==> src/hdl/psq_pkg.sv <==
package psq_pkg;

  localparam int unsigned DEPTH_DEF    = 16;
  localparam int unsigned KEY_BITS_DEF = 32;

  // operation codes on the kind field
  typedef enum logic [1:0] {
    KIND_INSERT = 2'd0,
    KIND_POP    = 2'd1,
    KIND_FREE   = 2'd2
  } kind_t;

  // result codes on the status field
  typedef enum logic [1:0] {
    ST_DONE  = 2'd0,
    ST_FULL  = 2'd1,
    ST_EMPTY = 2'd2
  } status_t;

  // what every cell of the sorted row does this cycle
  typedef enum logic [1:0] {
    CELL_HOLD   = 2'd0,
    CELL_INSERT = 2'd1,
    CELL_POP    = 2'd2
  } cell_op_t;

endpackage

==> src/hdl/pooled_sorted_priority_queue_unit.sv <==
// channel | signals                                   | transfer when
// --------+-------------------------------------------+--------------------------
// in      | in_valid, in_stall, kind, key, slot_to_free | in_valid && !in_stall
// out     | out_valid, out_stall, status, slot,       | out_valid && !out_stall
//         | head_key, entries                         |
//
// one operation per cycle: a row of DEPTH cells shifts all entries at once,
// so insert, pop and free each finish in the cycle of their transfer
// the result sits in one output register and shows in the cycle after the input
// rst (synchronous) marks every slot free and empties the queue at once
// a stalled result holds the input off; it is taken in the same cycle the
// output frees up, so an unstalled stream runs at one item per clock
module pooled_sorted_priority_queue_unit #(
  parameter int unsigned DEPTH    = psq_pkg::DEPTH_DEF,
  parameter int unsigned KEY_BITS = psq_pkg::KEY_BITS_DEF
) (
  input  logic        clk,
  input  logic        rst,
  input  logic        in_valid,
  output logic        in_stall,
  input  logic [1:0]  kind,
  input  logic [31:0] key,
  input  logic [3:0]  slot_to_free,
  output logic        out_valid,
  input  logic        out_stall,
  output logic [1:0]  status,
  output logic [3:0]  slot,
  output logic [31:0] head_key,
  output logic [4:0]  entries
);
  import psq_pkg::*;

  localparam int unsigned SLOT_W = (DEPTH > 1) ? $clog2(DEPTH) : 1;
  localparam int unsigned CNT_W  = $clog2(DEPTH + 1);

  // handshake
  logic in_fire;

  // queue fill level
  logic [CNT_W-1:0] count;
  logic [CNT_W-1:0] count_next;

  // operation decode
  logic             ins_ok;
  logic             pop_ok;
  logic             free_ok;
  cell_op_t         cell_op;

  // slot pool
  logic              any_free;
  logic [SLOT_W-1:0] grab;
  logic [SLOT_W-1:0] free_idx;

  // width adaptation between the fixed ports and the parameters
  logic [KEY_BITS+31:0] key_ext;
  logic [KEY_BITS-1:0]  new_key;
  logic [SLOT_W+3:0]    free_ext;
  logic [SLOT_W+3:0]    grab_ext;
  logic [SLOT_W+3:0]    head_slot_ext;
  logic [KEY_BITS+31:0] head_key_ext;
  logic [CNT_W+4:0]     count_ext;

  // cell row
  logic [KEY_BITS-1:0] cell_key  [DEPTH];
  logic [SLOT_W-1:0]   cell_slot [DEPTH];
  logic [DEPTH-1:0]    cell_lt;

  // output register
  status_t          status_reg;
  status_t          status_next;
  logic [3:0]       slot_reg;
  logic [3:0]       slot_next;
  logic [31:0]      head_key_reg;
  logic [31:0]      head_key_next;
  logic [4:0]       entries_reg;

  // a new transfer is taken whenever the output register is free or drains
  assign in_stall = out_valid && out_stall;
  assign in_fire  = in_valid && !in_stall;

  // key is taken modulo 2^KEY_BITS
  assign key_ext  = {{KEY_BITS{1'b0}}, key};
  assign new_key  = key_ext[KEY_BITS-1:0];

  // free of an out-of-range slot number is dropped
  assign free_ext = {{SLOT_W{1'b0}}, slot_to_free};
  assign free_idx = free_ext[SLOT_W-1:0];

  always_comb begin
    ins_ok  = 1'b0;
    pop_ok  = 1'b0;
    free_ok = 1'b0;
    case (kind_t'(kind))
      KIND_INSERT: ins_ok  = any_free && (count < CNT_W'(DEPTH));
      KIND_POP:    pop_ok  = (count != '0);
      KIND_FREE:   free_ok = (free_ext < (SLOT_W + 4)'(DEPTH));
      default: begin
        ins_ok  = 1'b0;
        pop_ok  = 1'b0;
        free_ok = 1'b0;
      end
    endcase
  end

  always_comb begin
    cell_op    = CELL_HOLD;
    count_next = count;
    if (in_fire && ins_ok) begin
      cell_op    = CELL_INSERT;
      count_next = count + CNT_W'(1);
    end else if (in_fire && pop_ok) begin
      cell_op    = CELL_POP;
      count_next = count - CNT_W'(1);
    end
  end

  always_ff @(posedge clk) begin
    if (rst) begin
      count <= '0;
    end else begin
      count <= count_next;
    end
  end

  psq_slot_pool #(
    .DEPTH  (DEPTH),
    .SLOT_W (SLOT_W)
  ) u_pool (
    .clk         (clk),
    .rst         (rst),
    .claim       (in_fire && ins_ok),
    .release_req (in_fire && free_ok),
    .release_idx (free_idx),
    .any_free    (any_free),
    .grab        (grab)
  );

  // sorted row: cell 0 holds the smallest key; an insert shifts the tail
  // one place right, a pop shifts the whole row one place left
  for (genvar i = 0; i < DEPTH; i++) begin : g_cell
    logic                left_lt;
    logic [KEY_BITS-1:0] left_key;
    logic [SLOT_W-1:0]   left_slot;
    logic [KEY_BITS-1:0] right_key;
    logic [SLOT_W-1:0]   right_slot;

    if (i == 0) begin : g_first
      assign left_lt   = 1'b0;
      assign left_key  = new_key;
      assign left_slot = grab;
    end else begin : g_inner
      assign left_lt   = cell_lt[i-1];
      assign left_key  = cell_key[i-1];
      assign left_slot = cell_slot[i-1];
    end

    if (i == DEPTH - 1) begin : g_last
      assign right_key  = cell_key[i];
      assign right_slot = cell_slot[i];
    end else begin : g_body
      assign right_key  = cell_key[i+1];
      assign right_slot = cell_slot[i+1];
    end

    psq_cell #(
      .KEY_BITS (KEY_BITS),
      .SLOT_W   (SLOT_W)
    ) u_cell (
      .clk        (clk),
      .op         (cell_op),
      .occupied   (count > CNT_W'(i)),
      .new_key    (new_key),
      .new_slot   (grab),
      .left_lt    (left_lt),
      .left_key   (left_key),
      .left_slot  (left_slot),
      .right_key  (right_key),
      .right_slot (right_slot),
      .cell_key   (cell_key[i]),
      .cell_slot  (cell_slot[i]),
      .lt         (cell_lt[i])
    );
  end

  // result fields, fitted to the fixed port widths
  assign grab_ext      = {4'b0, grab};
  assign head_slot_ext = {4'b0, cell_slot[0]};
  assign head_key_ext  = {32'b0, cell_key[0]};
  assign count_ext     = {5'b0, count_next};

  always_comb begin
    status_next   = ST_DONE;
    slot_next     = '0;
    head_key_next = '0;
    case (kind_t'(kind))
      KIND_INSERT: begin
        if (ins_ok) begin
          slot_next = grab_ext[3:0];
        end else begin
          status_next = ST_FULL;
        end
      end
      KIND_POP: begin
        if (pop_ok) begin
          slot_next     = head_slot_ext[3:0];
          head_key_next = head_key_ext[31:0];
        end else begin
          status_next = ST_EMPTY;
        end
      end
      default: begin
        status_next = ST_DONE;
      end
    endcase
  end

  always_ff @(posedge clk) begin
    if (rst) begin
      out_valid <= 1'b0;
    end else if (in_fire) begin
      out_valid <= 1'b1;
    end else if (!out_stall) begin
      out_valid <= 1'b0;
    end
  end

  always_ff @(posedge clk) begin
    if (in_fire) begin
      status_reg   <= status_next;
      slot_reg     <= slot_next;
      head_key_reg <= head_key_next;
      entries_reg  <= count_ext[4:0];
    end
  end

  assign status   = status_reg;
  assign slot     = slot_reg;
  assign head_key = head_key_reg;
  assign entries  = entries_reg;

  // fill level stays within the row
  a_count_range: assert property (@(posedge clk) disable iff (rst)
    count <= CNT_W'(DEPTH))
    else $error("queue fill level beyond depth");

  // a refused insert changes nothing in the row
  a_refused_insert: assert property (@(posedge clk) disable iff (rst)
    (in_fire && kind == KIND_INSERT && !ins_ok) |=> count == $past(count))
    else $error("refused insert changed the fill level");

  // a pending result reports the current fill level
  a_entries_track: assert property (@(posedge clk) disable iff (rst)
    out_valid |-> entries == count_ext[4:0] || in_fire)
    else $error("entries field out of step with the fill level");

  // every transfer in produces a result on the next cycle
  a_result_follows: assert property (@(posedge clk) disable iff (rst)
    in_fire |=> out_valid)
    else $error("transfer in without result");

  // head of the row is never above its neighbor
  a_head_order: assert property (@(posedge clk) disable iff (rst)
    (count >= CNT_W'(2)) |-> cell_key[0] <= cell_key[1])
    else $error("first two cells out of order");

endmodule

==> src/hdl/psq_cell.sv <==
module psq_cell #(
  parameter int unsigned KEY_BITS = 32,
  parameter int unsigned SLOT_W   = 4
) (
  input  logic                 clk,
  input  psq_pkg::cell_op_t    op,
  input  logic                 occupied,
  input  logic [KEY_BITS-1:0]  new_key,
  input  logic [SLOT_W-1:0]    new_slot,
  input  logic                 left_lt,
  input  logic [KEY_BITS-1:0]  left_key,
  input  logic [SLOT_W-1:0]    left_slot,
  input  logic [KEY_BITS-1:0]  right_key,
  input  logic [SLOT_W-1:0]    right_slot,
  output logic [KEY_BITS-1:0]  cell_key,
  output logic [SLOT_W-1:0]    cell_slot,
  output logic                 lt
);
  import psq_pkg::*;

  logic [KEY_BITS-1:0] cell_key_next;
  logic [SLOT_W-1:0]   cell_slot_next;

  // queued entry strictly below the new key stays in front of it
  assign lt = occupied && (cell_key < new_key);

  always_comb begin
    cell_key_next  = cell_key;
    cell_slot_next = cell_slot;
    case (op)
      CELL_INSERT: begin
        if (!lt) begin
          // left neighbor stays in front: this is the insertion point
          if (left_lt) begin
            cell_key_next  = new_key;
            cell_slot_next = new_slot;
          end else begin
            cell_key_next  = left_key;
            cell_slot_next = left_slot;
          end
        end
      end
      CELL_POP: begin
        cell_key_next  = right_key;
        cell_slot_next = right_slot;
      end
      default: begin
        cell_key_next  = cell_key;
        cell_slot_next = cell_slot;
      end
    endcase
  end

  always_ff @(posedge clk) begin
    cell_key  <= cell_key_next;
    cell_slot <= cell_slot_next;
  end

endmodule

==> src/hdl/psq_slot_pool.sv <==
module psq_slot_pool #(
  parameter int unsigned DEPTH  = 16,
  parameter int unsigned SLOT_W = 4
) (
  input  logic              clk,
  input  logic              rst,
  input  logic              claim,
  input  logic              release_req,
  input  logic [SLOT_W-1:0] release_idx,
  output logic              any_free,
  output logic [SLOT_W-1:0] grab
);

  logic [DEPTH-1:0] free_map;
  logic [DEPTH-1:0] free_map_next;
  logic [DEPTH-1:0] lowest;
  logic [DEPTH-1:0] release_mask;

  // isolate the lowest free slot
  assign lowest   = free_map & (~free_map + DEPTH'(1));
  assign any_free = |free_map;

  always_comb begin
    grab = '0;
    for (int unsigned i = 0; i < DEPTH; i++) begin
      grab = grab | ({SLOT_W{lowest[i]}} & SLOT_W'(i));
    end
  end

  always_comb begin
    release_mask = '0;
    release_mask[release_idx] = release_req;
  end

  always_comb begin
    free_map_next = free_map;
    if (claim) begin
      free_map_next = free_map & ~lowest;
    end
    free_map_next = free_map_next | release_mask;
  end

  always_ff @(posedge clk) begin
    if (rst) begin
      free_map <= '1;
    end else begin
      free_map <= free_map_next;
    end
  end

endmodule

==> config.mk <==
export PLATFORM = sky130hd
export DESIGN_NAME = pooled_sorted_priority_queue_unit
export DESIGN_NICKNAME = d
export VERILOG_FILES = /design/src/hdl/psq_pkg.sv /design/src/hdl/pooled_sorted_priority_queue_unit.sv /design/src/hdl/psq_cell.sv /design/src/hdl/psq_slot_pool.sv
export SDC_FILE = /design/constraint.sdc
export NUM_CORES = 2
export LEC_CHECK = 0
export BUFFER_PORTS_ARGS = -buffer_cell sky130_fd_sc_hd__buf_4
export CAP_MARGIN = 20
export CORE_MARGIN = 5
export CORE_UTILIZATION = 50
export CTS_BUF_LIST = sky130_fd_sc_hd__clkbuf_4
export DETAILED_ROUTE_END_ITERATION = 6
export HOLD_SLACK_MARGIN = 0.06
export PLACE_DENSITY = 0.69
export SYNTH_ARGS = -nofsm -noshare
export SYNTH_HDL_FRONTEND = slang
export SYNTH_SLANG_ARGS = --single-unit
==> constraint.sdc <==
create_clock -name clk -period 7.3 [get_ports clk]
set_input_delay 0.73 -clock clk [delete_from_list [all_inputs] [get_ports clk]]
set_output_delay 0.73 -clock clk [all_outputs]
set_load 0.1 [all_outputs]
==> results summary <==
The flow ran to the end, and the final reports show no timing, DRC or antenna violations. The critical-path cell with the highest stage delay is sky130_fd_sc_hd__a2111oi_0. The kind of capture point of the worst setup path is a register. The clock-pin transition on the worst setup and hold timing paths is 0.06 ns. In this design, the stage delay of the slowest critical-path cell is 0.87 ns.

The floorplan die height is 301.1 um. Global routing consumed, on the met2 layer, 46.50% of the routing resources. The post-CTS setup-driven buffer insertion count is 0. The average footprint of a synthesized cell came out at 10.42 sq um. The worst setup margin is 2.618 ns. The kind of start point of the critical path is an input port.

87 I/O pins were placed. The synthesized design contains 641 register bits. The final period utilization came out at 64.14%. The number of iterations in the first detailed-routing pass came out at 6. The met1 capacity usage during global routing is 40.77%. The highest attainable clock frequency is 213.6 MHz.

The summed negative setup slack over all endpoints came out at 0 ns. The initial antenna violation count came out at 7. met2 is the most crowded layer. The largest buffer count on any clock path came out at 3. The via total after detailed routing is 34339. The total overflow left after global routing is 0. The TritonCTS clock tree is yes. The DRC violations left is 0. The unique cell type count in the Yosys netlist came out at 81. After technology mapping, the gate count stands at 4066. The total track usage is 29.73%. The yosys synthesis warning count is 0.

The worst reg-to-reg setup slack is 3.09 ns. The leakage dissipation is 16.97 nW. Across the run, the number of max-cap violations was 0. The library cell used most frequently in the layout, excluding fill and tap cells, is sky130_fd_sc_hd__nand2_1. The clock drives 641 sinks. The number of nets in the layout came out at 4708.

The number of max-slew violations in the final report is 0. The critical path class is input port to register. Leaving out filler cells and counting taps, the final layout contains 5424.

The pin count of the biggest net entering global routing is 187. Relative to the synthesized area, the layout overhead comes to 10.20%. Once detail routing completed, the nets flagged for antenna violations numbered 0. The number of buffer cells added on primary ports came out at 86. Global routing used 6.169% of the available met3 tracks. The total instance count after detailed placement is 5110.

The number of nets in the synthesized netlist came out at 4609. Setup violations remaining at the end of the flow were counted as 0. Counting stages on the worst path, the most repeated cell is sky130_fd_sc_hd__buf_4. The final hold violation count was 0. The total chip power came out at 9.856 mW. The die width came out at 301.1 um. Leaving out fill and tap cells, the most frequent cells in the layout are sky130_fd_sc_hd__nand2_1 (721), sky130_fd_sc_hd__edfxtp_1 (619), sky130_fd_sc_hd__ha_1 (501), sky130_fd_sc_hd__o21ai_1 (418), sky130_fd_sc_hd__mux2i_1 (393).

TritonCTS created 173 clock buffers. Dividing the detail-routed via count by the number of cells gives 6.331. The area of placed instances came out at 44270 sq um. The register with the most flip-flops in the layout has 512 of them. Among cell families on the critical path, the largest total delay comes from buffers and inverters. The worst min-delay path category is input port to register.

The max-slew headroom at the worst pin is 19.60%. For this run, the leading register cell type out of synthesis is sky130_fd_sc_hd__edfxtp_1. The area of the core is 83820 sq um. The die covers 90630 sq um. The data required time at the worst endpoint came out at 8.06 ns. The via count of the first global-routing pass came out at 33613.

The global-route wire length before repair came out at 207000 um. The final routed wire length divided by cell count came out at 25.43 um. The data arrival time at the worst-slack endpoint came out at 5.45 ns. The H-tree was split into 4 levels.

After layout, the minimum clock period comes to 4.682 ns. The effective utilization at floorplan is 50.53%. On the final layout, the worst clock skew is 0.07294 ns.

In this run the worst path has a maximum fanout of 25. The sequential share of the synthesized area came out at 44.92%. Setup repair after global routing left no endpoint under its margin. The layout filler cell count came out at 7393. The root buffer cell chosen for the clock tree is sky130_fd_sc_hd__clkbuf_4. The maximum vdd ir drop came out at 0.1465 mV. The async set-or-reset flop fraction in the synthesized netlist came out at 0%. The total wirelength of the detailed-routed design came out at 137900 um.

The signal on the critical path passes through dlygate4sd3_1, buf_4, inv_1, ha_1, a2111oi_0, or4_1, o211ai_1, a211oi_4, buf_4, buf_4, nor2_1, a221o_1. The site row count is 106. The detailed router's first-iteration violation count is 3959. The post-placement setup slack is 2.017 ns. The measured slew at the worst slew-check pin is 1.187 ns.

The fraction of layout instances using a drive strength above 1 is 10.81%. Routability-driven placement finished with a final weighted congestion of 0.9297. The number of buffers and inverters on the critical path came out at 5. The combined area of all synthesized cells is 42360 sq um. With fillers left out, the area of the finished cells amounts to 46680 sq um.

Summed over all nets, the half-perimeter wirelength after detailed placement is 95050 um. In this run the power density over the cells is 211.1 nW/um^2. In this run, synthesis inferred 619 flip-flops with an integrated enable. Clock latency on the worst-skew pair, taken at its later pin, is 1.07 ns.
## cells in the mapped netlist, types with 4 or more instances
library cell / instances / area share, %
sky130_fd_sc_hd__nor3b_1: 10 / 0.18
sky130_fd_sc_hd__buf_6: 9 / 0.24
sky130_fd_sc_hd__o21bai_1: 4 / 0.071
sky130_fd_sc_hd__a2111oi_0: 9 / 0.19
sky130_fd_sc_hd__edfxtp_1: 619 / 44
sky130_fd_sc_hd__nor3_1: 37 / 0.44
sky130_fd_sc_hd__a2111o_1: 4 / 0.11
sky130_fd_sc_hd__inv_1: 53 / 0.47
sky130_fd_sc_hd__o21ai_0: 70 / 0.83
sky130_fd_sc_hd__a21o_1: 59 / 1.0
sky130_fd_sc_hd__or4_1: 8 / 0.14
sky130_fd_sc_hd__o31ai_1: 39 / 0.69
sky130_fd_sc_hd__nor4b_1: 4 / 0.083
sky130_fd_sc_hd__and4_1: 22 / 0.45
sky130_fd_sc_hd__nand2_1: 722 / 6.4
sky130_fd_sc_hd__buf_2: 43 / 0.51
sky130_fd_sc_hd__dfxtp_1: 22 / 1.0
sky130_fd_sc_hd__ha_1: 501 / 15
sky130_fd_sc_hd__a221o_1: 38 / 0.90
sky130_fd_sc_hd__o21ai_1: 433 / 5.1
sky130_fd_sc_hd__clkbuf_1: 164 / 1.5
sky130_fd_sc_hd__nand4_1: 63 / 0.93
sky130_fd_sc_hd__a22o_1: 14 / 0.29
sky130_fd_sc_hd__o21a_1: 6 / 0.11
sky130_fd_sc_hd__and2_1: 39 / 0.58
sky130_fd_sc_hd__buf_4: 21 / 0.37
sky130_fd_sc_hd__nor2_1: 126 / 1.1
sky130_fd_sc_hd__and3_1: 6 / 0.089
sky130_fd_sc_hd__a31oi_1: 9 / 0.13
sky130_fd_sc_hd__a221oi_1: 12 / 0.25
sky130_fd_sc_hd__nand3_1: 38 / 0.45
sky130_fd_sc_hd__a211oi_1: 14 / 0.25
sky130_fd_sc_hd__nor4_1: 13 / 0.19
sky130_fd_sc_hd__nand2b_1: 20 / 0.30
sky130_fd_sc_hd__mux2_1: 30 / 0.80
sky130_fd_sc_hd__mux2_2: 6 / 0.16
sky130_fd_sc_hd__nor2b_1: 26 / 0.38
sky130_fd_sc_hd__o311ai_1: 5 / 0.10
sky130_fd_sc_hd__o211ai_1: 13 / 0.23
sky130_fd_sc_hd__mux2i_1: 393 / 9.3
sky130_fd_sc_hd__a21oi_1: 251 / 3.0
sky130_fd_sc_hd__a31o_1: 32 / 0.66
## final cells by class
class | count | area [sq um] | area share [%]
diodes | 7 | 17.52 | 0.03753
clock buffers | 243 | 1824 | 3.908
clock inverters | 50 | 406.6 | 0.8712
inverters | 54 | 202.7 | 0.4342
multi-input cells | 3131 | 22360 | 47.90
flip-flops and latches | 641 | 19030 | 40.77
well taps | 1134 | 1419 | 3.040
repair buffers | 164 | 1423 | 3.048
## routing by layer
metal	wire length (um)	vias to the layer above
met5	27	-
met4	5507	4
met3	13620	302
met2	61650	1782
met1	57130	16645
li1	-	15606
## timing repair
action                    4_1_cts  5_1_grt
hold buffers                   13        0
gates resized for setup         0        0
hold endpoints to repair       28        0
## kinds of logic after synthesis
kind of cell               share of synthesized area, %
DFF                                               44.92
xor gates and xnor gates                        0.08273
adders and majority gates                         14.80
AOI/OAI and AO/OA                                 14.84
and+or+nand+nor                                   12.03
muxes                                             10.24
buffers and inverters                             3.078
## power breakdown
part / total [mW] / internal [mW] / switching [mW] / leakage, nW
clock network: 3.42 / 1.80 / 1.62 / 1.32
registers: 4.56 / 4.36 / 0.196 / 5.92
logic: 1.87 / 0.641 / 1.23 / 9.74
## worst reg2reg max path, cell delays in order, from the launching register on
cell and delay [ns]:
sky130_fd_sc_hd__edfxtp_1 0.43, sky130_fd_sc_hd__ha_1 0.34, sky130_fd_sc_hd__and4_1 0.26, sky130_fd_sc_hd__nand3_1 0.28
sky130_fd_sc_hd__or4_1 0.75, sky130_fd_sc_hd__nand4_1 0.32, sky130_fd_sc_hd__a221oi_4 0.13, sky130_fd_sc_hd__o21ai_4 0.89
sky130_fd_sc_hd__buf_4 0.45
## path summary, 6_finish.rpt
path / from / cells after the start / to
worst max-delay path: key[1] / 12 / g_cell[5].u_cell.cell_slot[2]
worst min-delay path: key[3] / 3 / g_cell[7].u_cell.cell_key[3]
worst max register to register: g_cell[3].u_cell.cell_key[14] / 8 / g_cell[3].u_cell.cell_key[25]
worst min register to register: u_pool.free_map[11] / 2 / u_pool.free_map[11]
## metrics by stage
stage	util, %	hold WS, ns
finish	55.69	0.1759
global route	55.68	0.1048
CTS	55.63	0.06198
detailed placement	52.82	0.4703
global placement	52.77	0.4779
floorplan	-	0.4468
(Power assumes the default switching activity.)
